<file path="src/hdl/gpa_mul.sv">
// Three-stage unsigned multiplier built from 32x32 partial products.
`timescale 1ns / 1ps
module gpa_mul #(
	parameter int AW = 32,
	parameter int BW = 32
) (
	input  logic          clk,
	input  logic          en,
	input  logic [AW-1:0] a,
	input  logic [BW-1:0] b,
	output logic [AW+BW-1:0] p
);

	localparam int CW = 32;
	localparam int NA = (AW + CW - 1) / CW;
	localparam int NB = (BW + CW - 1) / CW;
	localparam int RWD = NA * CW + CW;
	localparam int PWD = NA * CW + NB * CW;

	logic [NA*CW-1:0] a_ext;
	logic [NB*CW-1:0] b_ext;
	logic [2*CW-1:0]  pp_s1 [NA][NB];
	logic [RWD-1:0]   row_d [NB];
	logic [RWD-1:0]   row_s2 [NB];
	logic [PWD-1:0]   sum_d;
	logic [PWD-1:0]   sum_s3;

	assign a_ext = (NA*CW)'(a);
	assign b_ext = (NB*CW)'(b);

	always_ff @(posedge clk) begin
		if (en) begin
			for (int i = 0; i < NA; i++) begin
				for (int j = 0; j < NB; j++) begin
					pp_s1[i][j] <= (2*CW)'(a_ext[i*CW +: CW]) * (2*CW)'(b_ext[j*CW +: CW]);
				end
			end
		end
	end

	always_comb begin
		for (int j = 0; j < NB; j++) begin
			row_d[j] = '0;
			for (int i = 0; i < NA; i++) begin
				row_d[j] = row_d[j] + (RWD'(pp_s1[i][j]) << (CW * i));
			end
		end
	end

	always_ff @(posedge clk) begin
		if (en) begin
			row_s2 <= row_d;
		end
	end

	always_comb begin
		sum_d = '0;
		for (int j = 0; j < NB; j++) begin
			sum_d = sum_d + (PWD'(row_s2[j]) << (CW * j));
		end
	end

	always_ff @(posedge clk) begin
		if (en) begin
			sum_s3 <= sum_d;
		end
	end

	assign p = sum_s3[AW+BW-1:0];

endmodule

</file>
<file path="config.mk">
export PLATFORM = sky130hd
export DESIGN_NAME = gpa_mul
export DESIGN_NICKNAME = d
export VERILOG_FILES = /design/src/hdl/gpa_mul.sv
export SDC_FILE = /design/constraint.sdc
export NUM_CORES = 2
export LEC_CHECK = 0
export BUFFER_PORTS_ARGS = -buffer_cell sky130_fd_sc_hd__buf_4
export CORE_MARGIN = 2
export CORE_UTILIZATION = 32
export DETAILED_ROUTE_END_ITERATION = 12
export PLACE_DENSITY = 0.54
export SLEW_MARGIN = 25
export SYNTH_ARGS = -nofsm -noshare
export SYNTH_HDL_FRONTEND = slang
export SYNTH_SLANG_ARGS = --single-unit
</file>
<file path="constraint.sdc">
create_clock -name clk -period 7.4 [get_ports clk]
set_clock_uncertainty 0.05 [all_clocks]
set_input_delay 0.37 -clock clk [delete_from_list [all_inputs] [get_ports clk]]
set_output_delay 0.37 -clock clk [all_outputs]
set_load 0.02 [all_outputs]
</file>
==> Word level (Yosys, flattened, before mapping) <==
Memories as Yosys holds them, arrays and structs flattened. A register that Yosys moved wholly into a read port is not among the register bits.
Cells that the tools add are included.
{ "word_totals": {"elab_cells": 5, "in_bits": 66, "memories": 1, "ff_bits": 64, "output_inout_bits": 64, "ram_bits": 64} }
{ "mem_list": {"columns": ["name", "words", "word_bits", "rd", "rd_clocked_by_memory_dff", "write_ports", "line", "rtl"], "rows": [
  ["pp_s1", 1, 64, 1, 1, 1, "22", "logic [2*CW-1:0] pp_s1 [NA][NB];"]
]} }
{ "classes": {"n_mul": 1, "n_mux": 2} }
{ "ops": {"columns": ["op", "count"], "rows": [
  ["$mul A32 B32 Y64", 1],
  ["$mux W1", 2]
]} }

==> Depth between registers and ports, before layout <==
{ "logic_depth": {"depth_word": 2, "mapped_depth": 30, "depth_no_buf": 28} }

==> Worst setup path after synthesis <==
No wires, ideal clock.
{ "synth_path": {"kind": "input to register", "startpoint": "in b[17]", "endpoint": "mem pp_s1[0][62] in the netlist's numbering, data pin", "path_buffers": 2, "stages": 26, "arrival_time_ns": 7.054, "path_slack_ns": 0.035, "t_required_ns": 7.088, "setup_time_ns": 0.262, "path_cell_list": "clkbuf_1 and2_1 fa_1 inv_1 fa_1 inv_1 fa_1 inv_1 fa_1 inv_1 fa_1 fa_1 fa_1 fa_1 ha_1 buf_2 a21oi_1 o21ai_1 a2111oi_0 o21bai_1 a221oi_1 o221ai_1 a311o_1 a21oi_1 o21ai_1 xor2_1"} }
{ "synth_via": {"elab_chain_len": 1} }
{ "synth_rtl": {"columns": ["element", "line", "rtl"], "rows": [
  ["start, declared", "10", "input logic [BW-1:0] b,"],
  ["$mul A32 B32 Y64", "35", "pp_s1[i][j] <= (2*CW)'(a_ext[i*CW +: CW]) * (2*CW)'(b_ext[j*CW +: CW]);"],
  ["end, declared", "22", null]
]} }
Every way passes these cells.

==> Worst setup path in the final report <==
Same ends and word-level chain as after synthesis.

==> tab_implementation.tex <==
\begin{tabular}{lr}
\hline
Metric & Value \\
\hline
\multicolumn{2}{l}{\textbf{Global route}} \\
Number of global-route vias before repair & 28700 \\
Wire length of the first global-routing pass & 163 mm \\
Global-route congestion overflow total & 0 \\
Gr usage total & 0.167 \\
Largest net degree at the start of global routing & 99 \\
Number of antenna violations at the first check in global routing & 7 \\
\multicolumn{2}{l}{\textbf{Floorplan}} \\
Placement row count & 128 \\
Effective utilization at floorplan & 0.321 \\
Ports & 130 \\
Die ar. & 125000 µm² \\
Vertical extent of the die & 353 µm \\
Horiz. Die Dim & 353 µm \\
Core ar. & 122000 µm² \\
\multicolumn{2}{l}{\textbf{Synthesis}} \\
Flop and latch count out of synthesis & 192 \\
Cell Area, Synth & 39100 µm² \\
Synthesized-area fraction occupied by ao, oa, aoi and oai cells & 0.0346 \\
Number of different library cells in the post-synthesis netlist & 56 \\
Proportion of synthesized flip-flops having asynchronous set or reset & 0 \\
Mux contribution to synthesized area & 0 \\
Fraction of the mapped netlist area in adder cells & 0.543 \\
Simple-gate area share of the yosys netlist & 0.156 \\
Post-synth EDFFs & 192 \\
Post-synthesis instance total & 3879 \\
Combinational family with the most area after synthesis & adder cells \\
Per-instance average area after synthesis & 10.1 µm² \\
Parity-gate share of the synthesized area counting xor and xnor cells & 0.0141 \\
Sequential-to-total area share from yosys stat & 0.148 \\
Yosys warnings & 0 \\
Most used flip-flop cell after synthesis & sky130\_fd\_sc\_hd\_\_edfxtp\_1 \\
Number of nets in the synthesized netlist & 5104 \\
\multicolumn{2}{l}{\textbf{Drt}} \\
Detailed-routing iteration count for the pre-antenna-repair pass & 6 \\
Mean routed wirelength per cell & 17.5 µm \\
Iter 0 DRT Violations & 1405 \\
Routed WL & 101 mm \\
Number of nets still failing antenna checks after routing & 0 \\
Via-per-instance ratio & 4.54 \\
Remaining design rule violation count & 0 \\
Total via count after detailed routing & 26200 \\
\multicolumn{2}{l}{\textbf{Timing}} \\
Setup violations, final & 0 \\
Final worst path period share & 0.980 \\
Unrepaired setup endpoints after global routing & true \\
Slew at the pin with the worst max-slew slack & 0.827 ns \\
Count of final max-slew check failures & 0 \\
Final Hold Fails & 0 \\
Tightest slew margin relative to the limit & 0.448 \\
Highest achievable clock rate & 138 MHz \\
Final critical-path required period & 7.25 ns \\
\multicolumn{2}{l}{\textbf{Clock network}} \\
Clock-pin slew on the worst setup and hold paths & 0.08 ns \\
Depth of the CTS H-tree & 4 \\
TritonCTS buffer count & 17 \\
Hold-fix buffers at CTS & 0 \\
Library cell used as clock root buffer & sky130\_fd\_sc\_hd\_\_clkbuf\_16 \\
TritonCTS clock tree & done \\
Worst-skew pair later-pin latency & 0.44 ns \\
Max clock buf depth & 2 \\
TritonCTS Sinks & 192 \\
\multicolumn{2}{l}{\textbf{Setup path}} \\
CP max-delay cell & sky130\_fd\_sc\_hd\_\_fa\_1 \\
Worst path required time & 7.55 ns \\
Crit. End Element & flip-flop \\
Element type at the critical path start & input pin \\
Family with the most delay on the worst path & adder cells \\
Critical path's most frequent cell & sky130\_fd\_sc\_hd\_\_fa\_1 \\
Max incr delay on CP & 0.60 ns \\
Arrival time reported for the critical path endpoint & 7.40 ns \\
Sum of buffers and inverters on the critical path & 4 \\
Critical path fanouts, max & 7 \\
Critical Setup Path Class & input pin to flip-flop \\
Critical-path cell list & buf\_4 > buf\_4 > and2\_1 > fa\_1 > inv\_1 > fa\_1 > inv\_1 > fa\_1 > fa\_1 > fa\_1 > fa\_1 > fa\_1 > fa\_1 > ha\_4 > a21oi\_4 > o21ai\_4 > a2111oi\_4 > o21bai\_2 > a221oi\_2 > o221ai\_2 > a311o\_1 > a21oi\_2 > o21ai\_2 > xor2\_1 \\
\multicolumn{2}{l}{\textbf{Final layout}} \\
Layout net count & 5367 \\
Commonest cells after routing, fill and taps aside & sky130\_fd\_sc\_hd\_\_fa\_1 (883), sky130\_fd\_sc\_hd\_\_inv\_1 (859), sky130\_fd\_sc\_hd\_\_and2\_1 (599) \\
Most common cell after layout, fill and taps aside & sky130\_fd\_sc\_hd\_\_fa\_1 \\
Ratio of cells with drive above 1 in the final layout & 0.135 \\
Finished Core Util & 0.368 \\
Layout overhead on the synthesized area & 14.6\% \\
\multicolumn{2}{l}{\textbf{Placement}} \\
Dpl hpwl & 88.9 mm \\
Port-buffer cells & 129 \\
Last weighted congestion value of the routability-driven placer & 0.877 \\
\multicolumn{2}{l}{\textbf{Worst hold path}} \\
Path type of the worst min-delay path & flip-flop to flip-flop \\
\multicolumn{2}{l}{\textbf{Flow run}} \\
Max\_cap viols & 0 \\
\multicolumn{2}{l}{\textbf{Outcome}} \\
Run status & finished, final reports clean \\
\hline
\end{tabular}
per-stage QoR:
step	hold slack, ns	setup slack (ns)	TNS (ns)	std cells	cell area (µm²)
2_1_floorplan	0.350	0.0346	0	3879	39100
3_5_place_dp	0.355	-0.689	-7.73	5740	43700
5_1_grt	0.370	-0.0592	-0.107	5780	44800
3_3_place_gp	0.351	-0.679	-7.03	5740	43700
4_1_cts	0.367	0.00512	0	5774	44400
6_report	0.367	0.149	0	5781	44800
Yosys cell counts (16+ instances only):
cell type	count	area, µm²
sky130_fd_sc_hd__o21ai_0	30	150
sky130_fd_sc_hd__xnor2_1	37	324
sky130_fd_sc_hd__a21o_1	32	240
sky130_fd_sc_hd__xor2_1	26	228
sky130_fd_sc_hd__inv_1	862	3240
sky130_fd_sc_hd__clkbuf_1	211	792
sky130_fd_sc_hd__fa_1	896	17900
sky130_fd_sc_hd__a21oi_1	73	365
sky130_fd_sc_hd__and2_1	601	3760
sky130_fd_sc_hd__nor2_1	31	116
sky130_fd_sc_hd__ha_1	263	3290
sky130_fd_sc_hd__nand3_1	16	80.1
sky130_fd_sc_hd__edfxtp_1	192	5770
sky130_fd_sc_hd__nand2_1	468	1760
sky130_fd_sc_hd__nand4_1	24	150
what timing repair did:
action	4_1_cts	5_1_grt
gates cloned	0	0
setup endpoints to repair	4	20
gates resized for setup	6	79
buffers inserted	2	9
pin swaps	2	47
registers in the layout, indices dropped and copies added, names as in the netlist:
name    count
row_s2     64
p          64
pp_s1      64
layer usage:
layer	global-route usage	vias to the layer above	share of wire
met5	0	-	0.00069
met4	0.0338	12	0.019
met3	0.0307	104	0.053
met2	0.274	537	0.47
met1	0.231	13600	0.46
li1	-	11900	-
worst paths after layout:
| path | slack (ns) | end | startpoint | cells after the start |
|---|---|---|---|---|
| hold reg to reg | 0.37 | p[13] | row_s2[13] | 0 |
| setup reg to reg | 6.66 | row_s2[56] | pp_s1[0][56] | 0 |
| hold / removal | 0.37 | p[13] | row_s2[13] | 0 |
| setup / recovery | 0.15 | pp_s1[0][62] | b[17] | 24 |
kinds of logic (layout without fill, tap and decap cells):
group	after synthesis	count (layout)
AND/OR/NAND/NOR	1173	1173
adder cells (fa/ha/maj)	1159	1159
buffers and inverters	1086	1362
AO/OA/AOI/OAI	206	206
flip-flops	192	192
XOR/XNOR	63	63
other	0	1
cell type report:
class / instances / area (µm²)
Antenna cell: 1 / 2.50
Clock buffer: 17 / 425
Clock inverter: 15 / 181
Fill cell: 12200 / 76800
Inverter: 862 / 3240
Multi-Input combinational cell: 2601 / 29500
Sequential cell: 192 / 5770
Tap cell: 1625 / 2030
Timing Repair Buffer: 468 / 3630
Power is not shown: default switching activity piles up to over one toggle a cycle in this logic, so the estimate is an artifact.
